[src/rtl/core/qfn_mul.sv]
// Shared signed multiplier: registered operands, registered product.
// No package dependency.
`default_nettype none
module qfn_mul #(
  parameter int MW = 34
) (
  input  wire logic                   clk,
  input  wire logic                   go,
  input  wire logic signed [MW-1:0]   a,
  input  wire logic signed [MW-1:0]   b,
  output logic signed [2*MW-1:0]      p
);

  logic signed [MW-1:0]   a_r;
  logic signed [MW-1:0]   b_r;
  logic signed [2*MW-1:0] p_r;

  always_ff @(posedge clk) begin
    if (go) begin
      a_r <= a;
      b_r <= b;
    end
    p_r <= a_r * b_r;
  end

  assign p = p_r;

endmodule
`default_nettype wire

[config.mk]
export PLATFORM = sky130hd
export DESIGN_NAME = qfn_mul
export DESIGN_NICKNAME = d
export VERILOG_FILES = /design/src/rtl/core/qfn_mul.sv
export SDC_FILE = /design/constraint.sdc
export NUM_CORES = 2
export LEC_CHECK = 0
export BUFFER_PORTS_ARGS = -buffer_cell sky130_fd_sc_hd__buf_4
export CAP_MARGIN = 30
export CORE_ASPECT_RATIO = 0.75
export CORE_MARGIN = 2
export CORE_UTILIZATION = 45
export CTS_CLUSTER_DIAMETER = 150
export CTS_CLUSTER_SIZE = 8
export DETAILED_ROUTE_END_ITERATION = 12
export GPL_TIMING_DRIVEN = 1
export PLACE_DENSITY_LB_ADDON = 0.3
export SYNTH_ARGS = -nofsm -noshare
export SYNTH_HDL_FRONTEND = slang
export SYNTH_SLANG_ARGS = --single-unit
[constraint.sdc]
create_clock -name clk -period 9.7 [get_ports clk]
set_clock_uncertainty 0.15 [all_clocks]
set_input_delay 0 -clock clk [delete_from_list [all_inputs] [get_ports clk]]
set_output_delay 0 -clock clk [all_outputs]
set_load 0.02 [all_outputs]
==> flow_summary.ini <==
[global_routing]
grt_pass1_wl_mm = 208
grt_pass1_vias = 33700
overflow = 0
grt_max_degree = 39
antenna_found_initial = 2
grt_use_total_pct = 26.9

[synthesis]
yosysMostFrequentCell = inv_1
yosys.area.top_type_share_pct = 54.8
synth_async_sr_flop_share_pct = 0
ys.flop_type = edfxtp_1
ys_warn_count = 0
syn-instance-count = 4678
ys_seq_area_share_pct = 7.51
synth-edff-count = 68
synthTopCellsByCount = inv_1, fa_1, and2_1
ys_top_cells_by_area = fa_1, inv_1, and2_1
yosysTopAreaCell = fa_1
netlist_area_um2 = 45300
ys_seq_elements = 136
yosys.cell_types.count = 78
syn_nets = 6193
synth_area_per_cell_um2 = 9.69

[critical_path]
crit_arrival_ns = 9.10
crit_type = reg2reg
end_kind = register
crit_path_start_kind = register
cp_max_fo = 22
critPathRequiredTime_ns = 9.95

[finish]
stdcell_count = 6129
seqCellArea_um2 = 3400
final_nets = 6305
drive_above_1_share_pct = 6.41
areaGrowthSynthToFinish_pct = 9.00
fillers = 9287
n_antenna_cell = 0
multi_input_area_um2 = 36300
final_core_util_pct = 49.6

[sta]
hold_violations = 0
finalSetupViolCount = 0
max_freq_mhz = 113
max-slew-margin-rel_pct = 26.3
fin_hold_ws_ns = 0.0334
fin_crit_ns = 8.85
slew_violations = 0
grt_setup_unrepaired = no
finalCritPeriodShare_pct = 91.2
fin_tns_setup_ns = 0
tightest_slew_ns = 1.11

[drt]
ant_nets = 0
routed_wl_mm = 130
vias = 31100
dr.pass1.iters = 6
drt-vias-per-instance = 5.08
drcViolationCount = 0
drtIter0Drc = 2540
wl_per_cell_um = 21.1

[die]
start_util_pct = 45.5
die_area_um2 = 103000
row_count = 100
core_area_um2 = 99600
die_w_um = 370
fp.dieH_um = 279
io_pins = 138

[status]
status = finished, final reports clean

[clock_network]
cts_sinks = 136
root_buffer = clkbuf_16
htree_levels = 4
cts_buffer_depth = 2
cts_tree = done
post_cts_buffers = 0
clkLatencyLatePin_ns = 0.56
cts_buffers = 17
cts_resized = 0
clk_pin_slew_ns = 0.07

[placement]
io_buffers = 137
dp.cells = 6022
place_congestion = 0.934
hpwl_mm = 108

[job]
cap_violations = 0

[min_path]
worst_hold_path_type = in2reg
sequential cells by signal (all words and copies together), names as in the netlist:
name / cells
a_r: 34
p: 68
b_r: 34
cell type report:
type / count / area share, %
Clock buffer: 18 / 0.869
Clock inverter: 14 / 0.220
Inverter: 1243 / 9.44
Multi-Input combinational cell: 3068 / 73.5
Sequential cell: 136 / 6.89
Tap cell: 1326 / 3.36
Timing Repair Buffer: 324 / 5.68
critical path: stages (launching register included):
cell and delay [ns]:
edfxtp_1 0.78, buf_4 0.43, nand2_1 0.21, fa_1 0.75, inv_1 0.10, fa_1 0.51, inv_1 0.07, fa_1 0.53
inv_1 0.05, fa_1 0.48, fa_1 0.66, fa_1 0.49, fa_1 0.50, inv_1 0.05, fa_1 0.48, inv_1 0.04
ha_1 0.43, nand4_1 0.18, nor3_1 0.56, nand2b_1 0.10, a21oi_1 0.29, nor2_1 0.20, o21ai_0 0.31, a21boi_0 0.18
xnor2_1 0.16
cell families (layout without fill, tap and decap cells):
kind of cell | Yosys count | count (layout) | synth area share (%)
multiplexers | 1 | 1 | 0.0221
XOR/XNOR | 77 | 77 | 1.49
adder cells (fa/ha/maj) | 1445 | 1445 | 60.4
buffers and inverters | 1474 | 1599 | 12.3
AO/OA/AOI/OAI | 228 | 228 | 3.34
flip-flops | 136 | 136 | 7.51
AND/OR/NAND/NOR | 1317 | 1317 | 14.9
path summary, 6_finish.rpt:
path / to / depth (start not counted) / startpoint / slack, ns
setup / recovery: p[58] / 24 / b_r[10] / 0.85
hold / removal: b_r[9] / 2 / b[9] / 0.03
setup reg to reg: p[58] / 24 / b_r[10] / 0.85
hold reg to reg: p[1] / 2 / a_r[0] / 0.73
layer usage:
layer	part of all wire [%]	routed length, µm	vias to the layer above	global-route usage (%)
met1	46	59300	16000	41.7
met4	1.5	1970	0	4.59
met5	0	0	-	0
met2	38	48700	1544	33.8
met3	15	19600	89	12.9
li1	-	-	13500	-
metrics by stage:
step	instance area, µm²	setup slack (ns)
3_3_place_gp	47900	0.954
3_5_place_dp	48100	0.937
6_report	49400	0.850
2_1_floorplan	45300	2.03
5_1_grt	49400	0.426
4_1_cts	49400	0.887
repair_timing:
item,in CTS,in global routing
endpoints found under the setup margin,0,0
hold buffers,73,0
hold endpoints to repair,90,0
placed cells by master (no fill, tap or decap), types with 3 or more instances in the layout:
cell type,synthesis,routed
buf_4,4,238
fa_1,1241,1241
inv_6,0,7
ha_1,204,204
or2_2,3,3
inv_1,1242,1242
nor2_1,56,56
xnor2_1,56,56
edfxtp_1,68,68
a31oi_1,4,4
buf_8,0,5
a21o_1,29,29
dfxtp_1,68,68
nand4_1,16,16
nor3_1,9,9
o21ai_0,46,46
a21oi_1,70,70
and2_1,624,624
o21a_1,7,7
dlygate4sd3_1,0,73
nor2b_1,9,9
o211ai_1,10,10
xor2_1,21,21
and3_1,7,7
o21bai_1,13,13
nand2b_1,11,11
nand3_1,17,17
a21boi_0,4,4
buf_16,0,7
nand2_1,547,547
o21ai_1,3,3
a211oi_2,3,3
a211oi_1,7,7
clkinv_2,0,3
clkbuf_16,0,17
Power is left out: the tool's default activity adds up to more than one toggle a clock period on the data nets, which glitch-free logic cannot reach.
