==> config.mk <==
export PLATFORM = sky130hd
export DESIGN_NAME = qfn_sqrt
export DESIGN_NICKNAME = d
export VERILOG_FILES = /design/src/rtl/core/qfn_sqrt.sv
export SDC_FILE = /design/constraint.sdc
export NUM_CORES = 1
export LEC_CHECK = 0
export BUFFER_PORTS_ARGS = -buffer_cell sky130_fd_sc_hd__buf_2
export CAP_MARGIN = 20
export CORE_MARGIN = 10
export CORE_UTILIZATION = 23
export CTS_CLUSTER_SIZE = 14
export DETAILED_ROUTE_END_ITERATION = 10
export PLACE_DENSITY_LB_ADDON = 0.08
export SLEW_MARGIN = 15
export SYNTH_ARGS = -nofsm -noshare
export SYNTH_HDL_FRONTEND = slang
export SYNTH_SLANG_ARGS = --single-unit
==> constraint.sdc <==
create_clock -name clk -period 5.78 [get_ports clk]
set_clock_uncertainty 0.15 [all_clocks]
set_input_delay 0.867 -clock clk [delete_from_list [all_inputs] [get_ports clk]]
set_output_delay 0.867 -clock clk [all_outputs]
set_load 0.1 [all_outputs]
==> src/rtl/core/qfn_sqrt.sv <==
// Bit-pair integer square root, floor(sqrt(x)), one result bit per cycle.
// NW must be even. No package dependency.
`default_nettype none
module qfn_sqrt #(
  parameter int NW = 34
) (
  input  wire logic          clk,
  input  wire logic          rst_n,
  input  wire logic          start,
  input  wire logic [NW-1:0] radicand,
  output logic               done,
  output logic [NW-1:0]      root
);

  logic [NW-1:0] x_r, x_nxt;
  logic [NW-1:0] r_r, r_nxt;
  logic [NW-1:0] b_r, b_nxt;
  logic          busy_r, busy_nxt;
  logic          done_r, done_nxt;
  logic [NW-1:0] trial;

  always_comb begin
    x_nxt    = x_r;
    r_nxt    = r_r;
    b_nxt    = b_r;
    busy_nxt = busy_r;
    done_nxt = 1'b0;
    trial    = r_r + b_r;
    if (start) begin
      x_nxt    = radicand;
      r_nxt    = '0;
      b_nxt    = NW'(1) << (NW - 2);
      busy_nxt = 1'b1;
    end else if (busy_r) begin
      if (x_r >= trial) begin
        x_nxt = x_r - trial;
        r_nxt = (r_r >> 1) + b_r;
      end else begin
        r_nxt = r_r >> 1;
      end
      b_nxt = b_r >> 2;
      if (b_r == NW'(1)) begin
        busy_nxt = 1'b0;
        done_nxt = 1'b1;
      end
    end
  end

  always_ff @(posedge clk) begin
    if (!rst_n) begin
      busy_r <= 1'b0;
      done_r <= 1'b0;
    end else begin
      busy_r <= busy_nxt;
      done_r <= done_nxt;
    end
    x_r <= x_nxt;
    r_r <= r_nxt;
    b_r <= b_nxt;
  end

  assign done = done_r;
  assign root = r_r;

endmodule
`default_nettype wire

==> reports/qor.txt <==
headroom to the max-slew limit: 0.462
CP bufs+invs: 1
Detail Route Antenna Nets: 0
htree depth: 3
status: finished, final reports clean
Setup crit start kind: flop
crit path capture type: flop
synthesized cell area: 7460 sq um
asr flop ratio synth: 0
CP delay by family, top: compound AO/OA/AOI/OAI gates
Post-CTS Setup Repair Bufs: 0
placed cells: 1389
Syn Area/Cell: 8.27 sq um
placed cell areas: 8330 sq um
die width: 200 microns
Max Clk Rate: 189 MHz
Cells after Synth: 902
Final Critical Period: 5300 ps
initial antenna violation count: 0
biggest cell delay along the critical path: 390 ps
leak pwr: 3.38 nW
port bufs: 71
DR WL/cell: 18.9 microns
# clock sinks: 87
vias in the first global route: 6846
detailed placement HPWL: 20600 microns
Rows: 65
Core Region: 31800 sq um
clk_lat worst skew: 360 ps
most frequent cells in the layout: nor2_1, nand2_1, ha_1, buf_2, o21ai_0
final WL: 26600 microns
initial core utilization: 0.235
largest net degree at the start of global routing: 48
share of cells above drive strength 1: 0.138
Hold WS: 363 ps
cells on worst reg2reg path: 20
TritonCTS clock tree: yes
Final Cycle Share: 0.917
post-synthesis sequential area ratio: 0.279
Root Driver: clkbuf_16
clk slew on worst S/H paths: 70 ps
ys flop type: dfxtp_1
maximum vdd drop: 158 uV
commonest non-fill, non-tap cell in the layout: nor2_1
critical path class: reg2reg
Slew Viols, Final: 0
area growth from synthesis to layout: 15.7%
First-pass DRT Iterations: 4
Finished Layout Cells: 1404
crit path max fanout: 18
slowest CP cell: dfxtp_1
# setup viols final: 0
hold_buf cts: 0
Yosys warnings: 0
DRC: 0
total die area: 40000 sq um
fill count: 3538
register bit total from synthesis: 87
fin area: 8630 sq um
CP Data Required Time: 5900 ps
Crit. path cell count: 20
IO Pins: 72
total global-route track usage: 0.135
setup TNS: 0 ps
most used cell, CP: o21ai_1
worst-margin pin slew: 807 ps
power density over the cells: 511 nW/um^2
DRT iter0 DRCs: 323
worst-path cell chain: ha_1 > a31oi_1 > nor3_1 > o21ai_1 > a21oi_1 > o21ai_1 > o21ai_1 > a31oi_1 > xor2_1 > ha_1 > a21o_1 > a21o_1 > a21oi_1 > o21ai_1 > a211o_1 > o22a_1 > o21a_1 > buf_4 > mux2i_1 > a221oi_1
number of inserted diodes: 0
EDFF count, synth: 34
Hold Path Depth: 2
global-route wire length before repair: 41600 microns
Clock Path Buffers: 2
net count after synthesis: 1010
nets: 1073
TritonCTS Buffers: 9
max cap viols: 0
Final Hold Vio Count: 0
Worst EP arrival: 5420 ps
die height: 200 microns
Via Count: 6758
Synth cell types: 67
vias per cell: 4.81
aggregate global routing overflow: 0
Placer Congestion: 0.821
RSZ-0062 raised after global routing: false
Hold Crit Class: reg2reg
[where the power goes]
part           switching [mW]  total, mW  internal [mW]
Combinational            1.80       2.80           1.00
Clock                   0.272      0.605          0.333
Sequential              0.145       1.01          0.862
[tightest hold or removal path, delay by kind of cell, from the launching register on]
family          cells  cell delay, ps
flops               1             330
compound gates      1              50
simple gates        1              90
[layout make-up]
class	count	area, sq um	area share
Clock inverter	2	13.8	0.00160
Multi-Input combinational cell	751	5090	0.590
Timing Repair Buffer	94	534	0.0619
Tap cell	435	544	0.0631
Clock buffer	13	275	0.0319
Sequential cell	87	2080	0.241
Inverter	22	82.6	0.00957
[stage by stage]
stage / total power, mW / worst slack (ps) / utilization
3_5_place_dp: 3.85 / 453 / 0.262
2_1_floorplan: 3.17 / 77.8 / -
6_report: 4.41 / 480 / 0.271
3_3_place_gp: 3.88 / 518 / 0.262
4_1_cts: 4.48 / 447 / 0.271
5_1_grt: 4.80 / 82.9 / 0.271
[final timing paths]
kind                   end     from  slack, ps
setup / recovery  root[32]  root[2]        480
hold / removal     root[0]  root[0]        360
setup reg to reg  root[32]  root[2]        480
hold reg to reg    root[0]  root[0]        360
[cell families (layout without fill, tap and decap cells)]
family / count (synthesis) / count (layout) / synth area share
buffers and inverters: 64 / 131 / 0.0384
AND/OR/NAND/NOR: 280 / 280 / 0.166
multiplexers: 35 / 35 / 0.0480
AO/OA/AOI/OAI: 289 / 289 / 0.259
XOR/XNOR: 76 / 76 / 0.0892
adder cells (fa/ha/maj): 71 / 71 / 0.120
flip-flops: 87 / 87 / 0.279
[cells in the mapped netlist (all sizes together), types with 7 or more instances]
cell type | instances | share of area
a211oi | 23 | 0.025
a21o | 18 | 0.018
a21oi | 58 | 0.039
a311oi | 10 | 0.013
a31oi | 21 | 0.018
and3 | 7 | 0.0059
buf | 13 | 0.013
clkbuf | 29 | 0.015
dfxtp | 53 | 0.14
edfxtp | 34 | 0.14
ha | 70 | 0.12
inv | 22 | 0.011
mux2i | 29 | 0.039
nand2 | 93 | 0.047
nand2b | 7 | 0.0059
nand3 | 18 | 0.012
nand4 | 12 | 0.010
nor2 | 103 | 0.052
nor2b | 10 | 0.0084
nor3 | 10 | 0.0067
o211ai | 11 | 0.012
o21ai | 79 | 0.055
o21bai | 13 | 0.013
o31ai | 16 | 0.017
xnor2 | 35 | 0.041
xor2 | 41 | 0.048
[layer usage]
| metal | vias to the layer above | GRT usage | share of wire |
|---|---|---|---|
| li1 | 3469 | - | - |
| met1 | 3187 | 0.179 | 0.48 |
| met2 | 91 | 0.224 | 0.47 |
| met3 | 11 | 0.0249 | 0.037 |
| met4 | 0 | 0.0252 | 0.0074 |
| met5 | - | 0 | 0 |
[sequential cells by signal, indices dropped and copies added (netlist names)]
signal,flops
b_r,17
done,1
root,34
x_r,34
busy_r,1
[repair_timing]
| item | 4_1_cts | 5_1_grt |
|---|---|---|
| endpoints found under the setup margin | 0 | 11 |
| gates resized for setup | 0 | 2 |
| hold endpoints to repair | 0 | 0 |
No activity file was read; power rests on OpenSTA's default activity.
