[src/rtl/core/qfn_div.sv]
// Restoring unsigned divider, one quotient bit per cycle.
// Divisor must be nonzero. No package dependency.
`default_nettype none
module qfn_div #(
  parameter int DW = 32,
  parameter int VW = 18
) (
  input  wire logic          clk,
  input  wire logic          rst_n,
  input  wire logic          start,
  input  wire logic [DW-1:0] dividend,
  input  wire logic [VW-1:0] divisor,
  output logic               done,
  output logic [DW-1:0]      quotient
);

  localparam int CW = $clog2(DW + 1);

  logic [VW-1:0] rem_r, rem_nxt;
  logic [DW-1:0] quo_r, quo_nxt;
  logic [VW-1:0] dvs_r, dvs_nxt;
  logic [CW-1:0] cnt_r, cnt_nxt;
  logic          busy_r, busy_nxt;
  logic          done_r, done_nxt;
  logic [VW:0]   trial;

  always_comb begin
    rem_nxt  = rem_r;
    quo_nxt  = quo_r;
    dvs_nxt  = dvs_r;
    cnt_nxt  = cnt_r;
    busy_nxt = busy_r;
    done_nxt = 1'b0;
    trial    = {rem_r, quo_r[DW-1]};
    if (start) begin
      rem_nxt  = '0;
      quo_nxt  = dividend;
      dvs_nxt  = divisor;
      cnt_nxt  = CW'(DW);
      busy_nxt = 1'b1;
    end else if (busy_r) begin
      quo_nxt = {quo_r[DW-2:0], 1'b0};
      if (trial >= {1'b0, dvs_r}) begin
        rem_nxt    = VW'(trial - {1'b0, dvs_r});
        quo_nxt[0] = 1'b1;
      end else begin
        rem_nxt = trial[VW-1:0];
      end
      cnt_nxt = cnt_r - CW'(1);
      if (cnt_r == CW'(1)) begin
        busy_nxt = 1'b0;
        done_nxt = 1'b1;
      end
    end
  end

  always_ff @(posedge clk) begin
    if (!rst_n) begin
      busy_r <= 1'b0;
      done_r <= 1'b0;
      cnt_r  <= '0;
    end else begin
      busy_r <= busy_nxt;
      done_r <= done_nxt;
      cnt_r  <= cnt_nxt;
    end
    rem_r <= rem_nxt;
    quo_r <= quo_nxt;
    dvs_r <= dvs_nxt;
  end

  assign done     = done_r;
  assign quotient = quo_r;

endmodule
`default_nettype wire

[config.mk]
export PLATFORM = sky130hd
export DESIGN_NAME = qfn_div
export DESIGN_NICKNAME = d
export VERILOG_FILES = /design/src/rtl/core/qfn_div.sv
export SDC_FILE = /design/constraint.sdc
export NUM_CORES = 1
export LEC_CHECK = 0
export BUFFER_PORTS_ARGS = -buffer_cell sky130_fd_sc_hd__clkbuf_2
export CAP_MARGIN = 20
export CORE_MARGIN = 4
export CORE_UTILIZATION = 40
export CTS_CLUSTER_DIAMETER = 50
export DETAILED_ROUTE_END_ITERATION = 7
export MAX_ROUTING_LAYER = met4
export SYNTH_ARGS = -nofsm -noshare
export SYNTH_HDL_FRONTEND = slang
export SYNTH_SLANG_ARGS = --single-unit
[constraint.sdc]
create_clock -name clk -period 2.7 [get_ports clk]
set_input_delay 0.405 -clock clk [delete_from_list [all_inputs] [get_ports clk]]
set_output_delay 0.405 -clock clk [all_outputs]
set_load 0.005 [all_outputs]
==> metrics.yaml, run 1 <==
routing:
  ant_nets: 0
  first_pass_iters: 6
  drt-initial-drc-count: 99
  via_count: 3320
  wirelength_mm: 9.61
  wl_per_cell_um: 15.5
  drc_errors: 0
  viasPerCell: 5.35
place:
  gp_congestion: 0.877
  io_buffers: 85
  dpl.hpwl_mm: 7.21
cells_and_area:
  layout-drive-gt1-share: 0.346
  diodes: 0
  finish.utilization: 0.491
  fill_cells: 968
  syn_to_final_growth_pct: 20.2
  nNetsFinal: 554
synth:
  syn_inst: 380
  synthTopCellsByArea: "edfxtp_1 36%, dfxtp_1 12%, mux2_2 8.6%, ha_1 6.0%, a21oi_1 2.4%"
  synthXorXnorAreaFrac: 0.0314
  postSynthAreaPerCell_um2: 11.0
  synth_top_family_by_area: "compound AO/OA/AOI/OAI gates"
  ys.flop_type: "edfxtp_1"
  seq_area_frac_synth: 0.484
  yosys_warnings: 0
  syn_area_um2: 4180
  synth_largest_area_cell: "edfxtp_1"
  synth_compound_area_frac: 0.167
  yosys.area_share.adder: 0.0647
  synth-seq-cells: 76
  synth.distinct_cells: 55
  synth-edff-count: 50
  synthSimpleGateAreaFrac: 0.113
  synth_mux_area_frac: 0.0886
  synth-async-reset-ratio: 0
  yosysTopAreaCellShare: 0.359
  syn-num-nets: 454
floorplan:
  start_util: 0.408
  ios: 86
  dieArea_um2: 12100
  row_count: 37
  design.core.area_um2: 10200
  die_x_um: 110
  fp.dieH_um: 110
cts:
  cts-resized-gates: 0
  cts_tree: "built"
  cts.path.max_buffers: 2
  hold_buffers: 0
  postCtsSetupBuffers: 0
  htreeDepth: 3
  root_buffer: "clkbuf_8"
  clkTransAtPathRegs_ns: 0.09
  cts.sinks: 76
  insertion_delay_ns: 0.36
  cts-buffers-inserted: 9
power:
  power.leakage_nw: 2.13
  power.density_nw_per_um2: 578
  peakVddDrop_uv: 371
critical_path:
  startpoint_type: "flop"
  cp_top_family: "compound AO/OA/AOI/OAI gates"
  worstPathRequired_ns: 2.94
  slowest_delay_ns: 0.44
  path_max_fanout: 10
  cp_num_buf_inv: 2
  slowest_stage: "or3_4"
  crit_chain: "inv_1 -> ha_1 -> nand4_1 -> or3_4 -> o311ai_4 -> buf_4 -> nor2_1 -> o311ai_0"
  path_class: "reg2reg"
  crit_path_end_kind: "flop"
  cp_data_arrival_time_ns: 2.74
sta:
  tightest_slew_ns: 0.500
  hold_violations: 0
  holdWs_ns: 0.214
  period_share: 0.927
  slew_viol_final: 0
  setup_tns_ns: 0
  rsz0062_at_grt: "false"
  fmax_ghz: 0.400
  relSlewSlack: 0.663
  fin_skew_ns: 0.0178
  finalCriticalPeriod_ns: 2.50
  setup_viol: 0
global_route:
  grt_overflow: 0
  grt_max_degree: 33
  grt_antenna_before_repair: 0
  grt_pass1_wl_mm: 15.7
  grt_usage: 0.172
  first_global_vias: 3324
flow_run:
  drv_cap: 0
outcome:
  outcome: "completed"
worst_hold_path:
  worstHoldPathType: "in2reg"
[power breakdown]
part | switching [mW] | internal (mW)
registers | 0.0569 | 1.35
logic | 0.306 | 0.279
clock network | 0.464 | 0.441
total | 0.828 | 2.07
[synthesized netlist by cell type, drive strengths merged, types with 9 or more instances]
cell and instances:
a21o 9, a21oi 21, a311oi 9, buf 12, dfxtp 26, edfxtp 50, ha 20, inv 24
mux2 32, nand2 27, nand3 14, nor2 25, o211ai 9, o21ai 21, xnor2 11
[final cells by class]
type / count / area, µm² / area share
clock buffers: 9 / 124 / 0.0247
clock inverters: 7 / 82.6 / 0.0165
flip-flops and latches: 76 / 2020 / 0.403
well taps: 136 / 170 / 0.0339
inverters: 24 / 90.1 / 0.0179
multi-input cells: 263 / 1950 / 0.388
repair buffers: 106 / 583 / 0.116
[metal layers]
metal	global-route usage	vias to the layer above	share of wire
met5	-	-	0
li1	-	1627	-
met4	0.0686	0	0.025
met3	0.0448	25	0.061
met2	0.258	112	0.46
met1	0.224	1556	0.45
[path summary, 6_finish.rpt]
path / from / endpoint / slack, ns / cells past startpoint
setup / recovery: dvs_r[7]$_DFFE_PP_ / rem_r[2]$_SDFFE_PP0P_ / 0.20 / 8
hold / removal: divisor[5] / dvs_r[5]$_DFFE_PP_ / 0.21 / 1
setup reg to reg: dvs_r[7]$_DFFE_PP_ / rem_r[2]$_SDFFE_PP0P_ / 0.20 / 8
hold reg to reg: cnt_r[0]$_SDFFE_PP0P_ / cnt_r[0]$_SDFFE_PP0P_ / 0.50 / 2
[stage by stage]
stage,power [mW],cells,area (µm²),setup slack (ns)
floorplan,1.82,380,4180,0.263
detailed placement,2.02,605,4800,0.109
global placement,2.01,605,4800,0.185
finish,2.90,621,5020,0.198
global route,3.07,621,5020,0.000710
CTS,2.93,621,5010,0.0900
[placed cells by master (no fill, tap or decap), types with 6 or more instances in the layout]
cell type  synthesis  layout
o21ai_0           15      14
a21oi_1           20      20
nor2_1            25      25
xnor2_1           11      11
nand2_1           26      26
nand4_1            6       6
buf_4              4      21
nand3_1           14      14
o211ai_1           9       9
ha_1              20      20
edfxtp_1          50      50
a311oi_1           9       9
clkbuf_2           0      85
clkbuf_8           0       9
nor3_1             6       6
inv_1             24      24
dfxtp_1           26      26
a21o_1             8       8
mux2_2            32      32
[sequential cells by signal, summed over array words and instances, names as in the netlist]
register / cells
dvs_r: 18
rem_r: 18
cnt_r: 6
busy_r: 1
quotient: 32
done: 1
[logic make-up (layout without fill, tap and decap cells)]
family | count (synthesis) | after routing
XOR/XNOR | 15 | 15
AO/OA/AOI/OAI | 97 | 97
multiplexers | 33 | 33
adder cells (fa/ha/maj) | 21 | 21
flip-flops | 76 | 76
buffers and inverters | 41 | 146
AND/OR/NAND/NOR | 97 | 97
(Power assumes the default switching activity.)
==> inputs of run 2 (changes only) <==
REMOVE_ABC_BUFFERS = 1   (was default)
==> run 2 against run 1 <==
Design area fell by 0.25%. Final cell count rose by 0.16%. Via count fell by 0.30%. Sequential power barely moved. Register-to-register slack improved by 0.03 ns. Critical path type unchanged. Highest routed layer unchanged.
==> metrics.yaml, run 2 (synthesis gave the netlist of run 1 again) <==
cells_and_area:
  diodes: 0  # unchanged
  mostFrequentLayoutCells: "85 x clkbuf_2, 50 x edfxtp_1, 32 x mux2_2, 26 x nand2_1, 26 x dfxtp_1"  # unchanged
  layout-drive-gt1-share: 0.342  # was 0.346
  nNetsFinal: 555  # was 554
  finish.utilization: 0.489  # was 0.491
  fin_area_um2: 5010  # was 5020 µm²
  final_common_cell: "clkbuf_2"  # unchanged
  fill_cells: 964  # was 968
  syn_to_final_growth_pct: 19.9  # was 20.2%
  largest_register_ffs: 32  # unchanged
sta:
  setup_tns_ns: 0  # unchanged
  finalCriticalPeriod_ns: 2.48  # was 2.50 ns
  slew_viol_final: 0  # unchanged
  period_share: 0.917  # was 0.927
  setup_viol: 0  # unchanged
  rsz0062_at_grt: "false"  # unchanged
  fin_skew_ns: 0.00618  # was 0.0178 ns
  tightest_slew_ns: 0.506  # was 0.500 ns
  hold_violations: 0  # unchanged
  relSlewSlack: 0.659  # was 0.663
  fmax_ghz: 0.404  # was 0.400 GHz
cts:
  htreeDepth: 3  # unchanged
  root_buffer: "clkbuf_8"  # unchanged
  insertion_delay_ns: 0.35  # was 0.36 ns
  clkTransAtPathRegs_ns: 0.08  # was 0.09 ns
  cts.path.max_buffers: 2  # unchanged
  cts_tree: "built"  # unchanged
  cts-buffers-inserted: 9  # unchanged
  postCtsSetupBuffers: 0  # unchanged
  cts.sinks: 76  # unchanged
place:
  gp_congestion: 0.912  # was 0.877
  placed_area_um2: 4810  # was 4800 µm²
  io_buffers: 85  # unchanged
  dpl.hpwl_mm: 7.06  # was 7.21 mm
critical_path:
  cp_data_arrival_time_ns: 2.69  # was 2.74 ns
  crit_chain: "inv_1 -> ha_1 -> inv_1 -> fa_1 -> a211oi_1 -> o21ai_2 -> a221o_1 -> o41a_1 -> o211ai_1 -> a311oi_1"  # was inv_1 -> ha_1 -> nand4_1 -> or3_4 -> o311ai_4 -> buf_4 -> nor2_1 -> o311ai_0
  path_depth: 10  # was 8
  path_class: "reg2reg"  # unchanged
  crit_path_end_kind: "flop"  # unchanged
  crit_top_cell: "inv_1"
  worstPathRequired_ns: 2.92  # was 2.94 ns
  path_max_fanout: 4  # was 10
  r2r-end: "rem_r[14]$_SDFFE_PP0P_"  # was rem_r[2]$_SDFFE_PP0P_
  cp_num_buf_inv: 2  # unchanged
  r2r-start: "quotient[31]$_DFFE_PP_"  # was dvs_r[7]$_DFFE_PP_
  r2r_slack_ns: 0.22  # was 0.20 ns
  slowest_delay_ns: 0.38  # was 0.44 ns
  rr_worst_depth: 10  # was 8
  startpoint_type: "flop"  # unchanged
  slowest_stage: "edfxtp_1"  # was or3_4
  cp_top_family: "compound AO/OA/AOI/OAI gates"  # unchanged
  worstSetupStartpoint: "quotient[31]$_DFFE_PP_"  # was dvs_r[7]$_DFFE_PP_
  crit_end: "rem_r[14]$_SDFFE_PP0P_"  # was rem_r[2]$_SDFFE_PP0P_
routing:
  drt-initial-drc-count: 124  # was 99
  ant_nets: 0  # unchanged
  wl_per_cell_um: 15.4  # was 15.5 µm
  viasPerCell: 5.32  # was 5.35
  first_pass_iters: 4  # was 6
  wirelength_mm: 9.59  # was 9.61 mm
  via_count: 3310  # was 3320
  drc_errors: 0  # unchanged
worst_hold_path:
  worstHoldPathType: "in2reg"  # unchanged
floorplan:
  fp.dieH_um: 110  # unchanged
  die_x_um: 110  # unchanged
  start_util: 0.408  # unchanged
  ios: 86  # unchanged
  design.core.area_um2: 10200  # unchanged
  dieArea_um2: 12100  # unchanged
  row_count: 37  # unchanged
global_route:
  grt_max_degree: 33  # unchanged
  grt_usage: 0.175  # was 0.172
  grt_antenna_before_repair: 0  # unchanged
  grt_overflow: 0  # unchanged
  grt_pass1_wl_mm: 16.1  # was 15.7 mm
  first_global_vias: 3411  # was 3324
flow_run:
  drv_cap: 0  # unchanged
power:
  power.density_nw_per_um2: 568  # was 578 nW/µm²
  peakVddDrop_uv: 279  # was 371 µV
  power.leakage_nw: 2.12  # was 2.13 nW
outcome:
  outcome: "completed"  # unchanged
-- run 2: cell types whose count changed in the layout (fill, tap and decap cells not counted), sizes merged --
cell	delta
clkbuf	+1
inv	-2
buf	+1
clkinvlp	-1
clkinv	+2
-- run 2: per-stage QoR --
stage          cells  worst slack, ns  total power [mW]  hold slack (ns)
2_1_floorplan    363            0.240              1.79            0.463
3_3_place_gp     606            0.175              2.01            0.474
3_5_place_dp     606            0.170              2.02            0.485
4_1_cts          622            0.134              2.88            0.204
5_1_grt          622          0.00984              3.01            0.200
6_report         622            0.224              2.84            0.227
-- run 2: worst min path at each step --
stage | startpoint | to | slack, ns | cells past startpoint
detailed placement | cnt_r[0]$_SDFFE_PP0P_ | cnt_r[0]$_SDFFE_PP0P_ | 0.49 | 2
finish | divisor[5] | dvs_r[5]$_DFFE_PP_ | 0.23 | 1
CTS | divisor[5] | dvs_r[5]$_DFFE_PP_ | 0.20 | 1
global route | divisor[5] | dvs_r[5]$_DFFE_PP_ | 0.20 | 1
global placement | cnt_r[0]$_SDFFE_PP0P_ | cnt_r[0]$_SDFFE_PP0P_ | 0.47 | 2
floorplan | cnt_r[0]$_SDFFE_PP0P_ | cnt_r[0]$_SDFFE_PP0P_ | 0.46 | 2
-- run 2: repair_timing --
action | CTS | global route
hold buffers | 0 | 0
resized for setup | 0 | 2
endpoints found under the setup margin | 0 | 3
hold endpoints to repair | 0 | 0
-- run 2: metal layers --
metal	vias to the layer above	wire [µm]	track usage
li1	1626	-	-
met2	100	4590	0.279
met1	1575	4300	0.214
met4	0	110	0.0616
met3	9	592	0.0483
met5	-	0	-
-- run 2: layout make-up --
type	count	area [µm²]	area share
Tap cell	136	170	0.0340
Clock buffer	10	128	0.0255
Sequential cell	76	2020	0.404
Inverter	24	90.1	0.0180
Clock inverter	6	63.8	0.0127
Timing Repair Buffer	107	591	0.118
Multi-Input combinational cell	263	1940	0.388
-- run 2: power by group --
group | internal [mW] | total, mW | switching (mW)
clock | 0.427 | 0.848 | 0.420
combinational | 0.280 | 0.590 | 0.311
sequential | 1.35 | 1.41 | 0.0543
total | 2.06 | 2.84 | 0.785
==> inputs of run 3 (changes only) <==
RECOVER_POWER = 100   (was default)
==> run 3 against run 2 <==
Design area is 1.1% lower. Flip-flop and latch count stayed put. Power is 0.42% lower. Critical path depth stayed put. Critical endpoint unchanged. Largest cell class unchanged.
==> metrics.yaml, run 3 (synthesis gave the netlist of run 1 again) <==
routing:
  wl_per_cell_um: 15.4  # about the same
  via_count: 3290  # was 3310
  viasPerCell: 5.29  # was 5.32
  wirelength_mm: 9.58  # was 9.59 mm
  first_pass_iters: 4  # unchanged
  drt-initial-drc-count: 133  # was 124
  drc_errors: 0  # unchanged
  ant_nets: 0  # unchanged
critical_path:
  startpoint_type: "flop"  # unchanged
  slowest_delay_ns: 0.38  # about the same
  path_depth: 10  # unchanged
  rr_worst_depth: 10  # unchanged
  cp_num_buf_inv: 2  # unchanged
  crit_top_cell: "inv_1"  # unchanged
  worstPathRequired_ns: 2.89  # was 2.92 ns
  path_max_fanout: 4  # unchanged
  crit_chain: "inv_1 -> ha_1 -> inv_1 -> fa_1 -> a211oi_1 -> o21ai_2 -> a221o_1 -> o41a_1 -> o211ai_1 -> a311oi_1"  # unchanged
  slowest_stage: "edfxtp_1"  # unchanged
  cp_data_arrival_time_ns: 2.68  # was 2.69 ns
  cp_top_family: "compound AO/OA/AOI/OAI gates"  # unchanged
  crit_path_end_kind: "flop"  # unchanged
  path_class: "reg2reg"  # unchanged
sta:
  slew_viol_final: 0  # unchanged
  setup_viol: 0  # unchanged
  tightest_slew_ns: 1.09  # was 0.506 ns
  hold_violations: 0  # unchanged
  finalCriticalPeriod_ns: 2.49  # was 2.48 ns
  period_share: 0.923  # was 0.917
  rsz0062_at_grt: "false"  # unchanged
  relSlewSlack: 0.270  # was 0.659
  fmax_ghz: 0.401  # was 0.404 GHz
  setup_tns_ns: 0  # unchanged
  fin_skew_ns: 0.00649  # was 0.00618 ns
floorplan:
  design.core.area_um2: 10200  # unchanged
  die_x_um: 110  # unchanged
  dieArea_um2: 12100  # unchanged
  fp.dieH_um: 110  # unchanged
  row_count: 37  # unchanged
  start_util: 0.408  # unchanged
  ios: 86  # unchanged
global_route:
  grt_usage: 0.175  # unchanged
  grt_antenna_before_repair: 0  # unchanged
  grt_pass1_wl_mm: 16.1  # unchanged
  grt_max_degree: 33  # unchanged
  grt_overflow: 0  # unchanged
  first_global_vias: 3411  # unchanged
worst_hold_path:
  worstHoldPathType: "in2reg"  # unchanged
  hold_path_depth: 1  # unchanged
power:
  power.leakage_nw: 2.03  # was 2.12 nW
  p_total_mw: 2.83  # was 2.84 mW
  peakVddDrop_uv: 265  # was 279 µV
  power.density_nw_per_um2: 572  # was 568 nW/µm²
cells_and_area:
  largest_register_ffs: 32  # unchanged
  nNetsFinal: 555  # unchanged
  layout-drive-gt1-share: 0.282  # was 0.342
  diodes: 0  # unchanged
  fill_cells: 980  # was 964
  mostFrequentLayoutCells: "64 x clkbuf_2, 50 x edfxtp_1, 32 x mux2_2, 28 x clkbuf_1"  # was 85 x clkbuf_2, 50 x edfxtp_1, 32 x mux2_2, 26 x nand2_1, 26 x dfxtp_1
  finish.utilization: 0.484  # was 0.489
  fin_cells: 622  # unchanged
  syn_to_final_growth_pct: 18.5  # was 19.9%
  fin_area_um2: 4950  # was 5010 µm²
  final_common_cell: "clkbuf_2"  # unchanged
cts:
  postCtsSetupBuffers: 0  # unchanged
  htreeDepth: 3  # unchanged
  cts-buffers-inserted: 9  # unchanged
  root_buffer: "clkbuf_8"  # unchanged
  cts.path.max_buffers: 2  # unchanged
  cts_tree: "built"  # unchanged
  clkTransAtPathRegs_ns: 0.08  # about the same
  insertion_delay_ns: 0.35  # about the same
  hold_buffers: 0  # unchanged
  cts.sinks: 76  # unchanged
place:
  placed_area_um2: 4810  # unchanged
  dpl.hpwl_mm: 7.06  # unchanged
  gp_congestion: 0.912  # unchanged
  io_buffers: 85  # unchanged
  dp.cells: 606  # unchanged
flow_run:
  drv_cap: 0  # unchanged
outcome:
  outcome: "completed"  # unchanged
## run 3: cell count changes in the layout (fill, tap and decap cells not counted), sizes merged
cell,change
buf,-8
clkbuf,+8
## run 3: metal layers
layer  vias up  GRT usage  share of wire
met5         -          -              0
met4         0     0.0616          0.010
met3         7     0.0483          0.064
met2       102      0.279           0.47
met1      1555      0.214           0.45
li1       1626          -              -
## run 3: final timing paths
path	endpoint	slack [ns]	start
worst max-delay path	rem_r[14]$_SDFFE_PP0P_	0.21	quotient[31]$_DFFE_PP_
worst min-delay path	dvs_r[5]$_DFFE_PP_	0.23	divisor[5]
worst max register to register	rem_r[14]$_SDFFE_PP0P_	0.21	quotient[31]$_DFFE_PP_
worst min register to register	cnt_r[0]$_SDFFE_PP0P_	0.49	cnt_r[0]$_SDFFE_PP0P_
## run 3: report_power, final
group | total [mW] | internal, mW | switching, mW
clock | 0.849 | 0.427 | 0.422
combinational | 0.577 | 0.266 | 0.310
sequential | 1.41 | 1.35 | 0.0540
## run 3: final cells by class
type	instances	area [µm²]	share of cell area
Sequential cell	76	2020	0.408
Multi-Input combinational cell	263	1940	0.392
Timing Repair Buffer	107	538	0.109
Tap cell	136	170	0.0344
Clock buffer	10	128	0.0258
Inverter	24	90.1	0.0182
Clock inverter	6	63.8	0.0129
## run 3: timing repair
item,CTS,global route
endpoints found under the setup margin,0,3
resized for setup,0,2
hold endpoints to repair,0,0
## run 3: stage by stage
step / hold WS [ns] / setup slack, ns
2_1_floorplan: 0.463 / 0.240
4_1_cts: 0.204 / 0.134
3_3_place_gp: 0.474 / 0.175
6_report: 0.227 / 0.207
3_5_place_dp: 0.485 / 0.170
5_1_grt: 0.200 / 0.0123
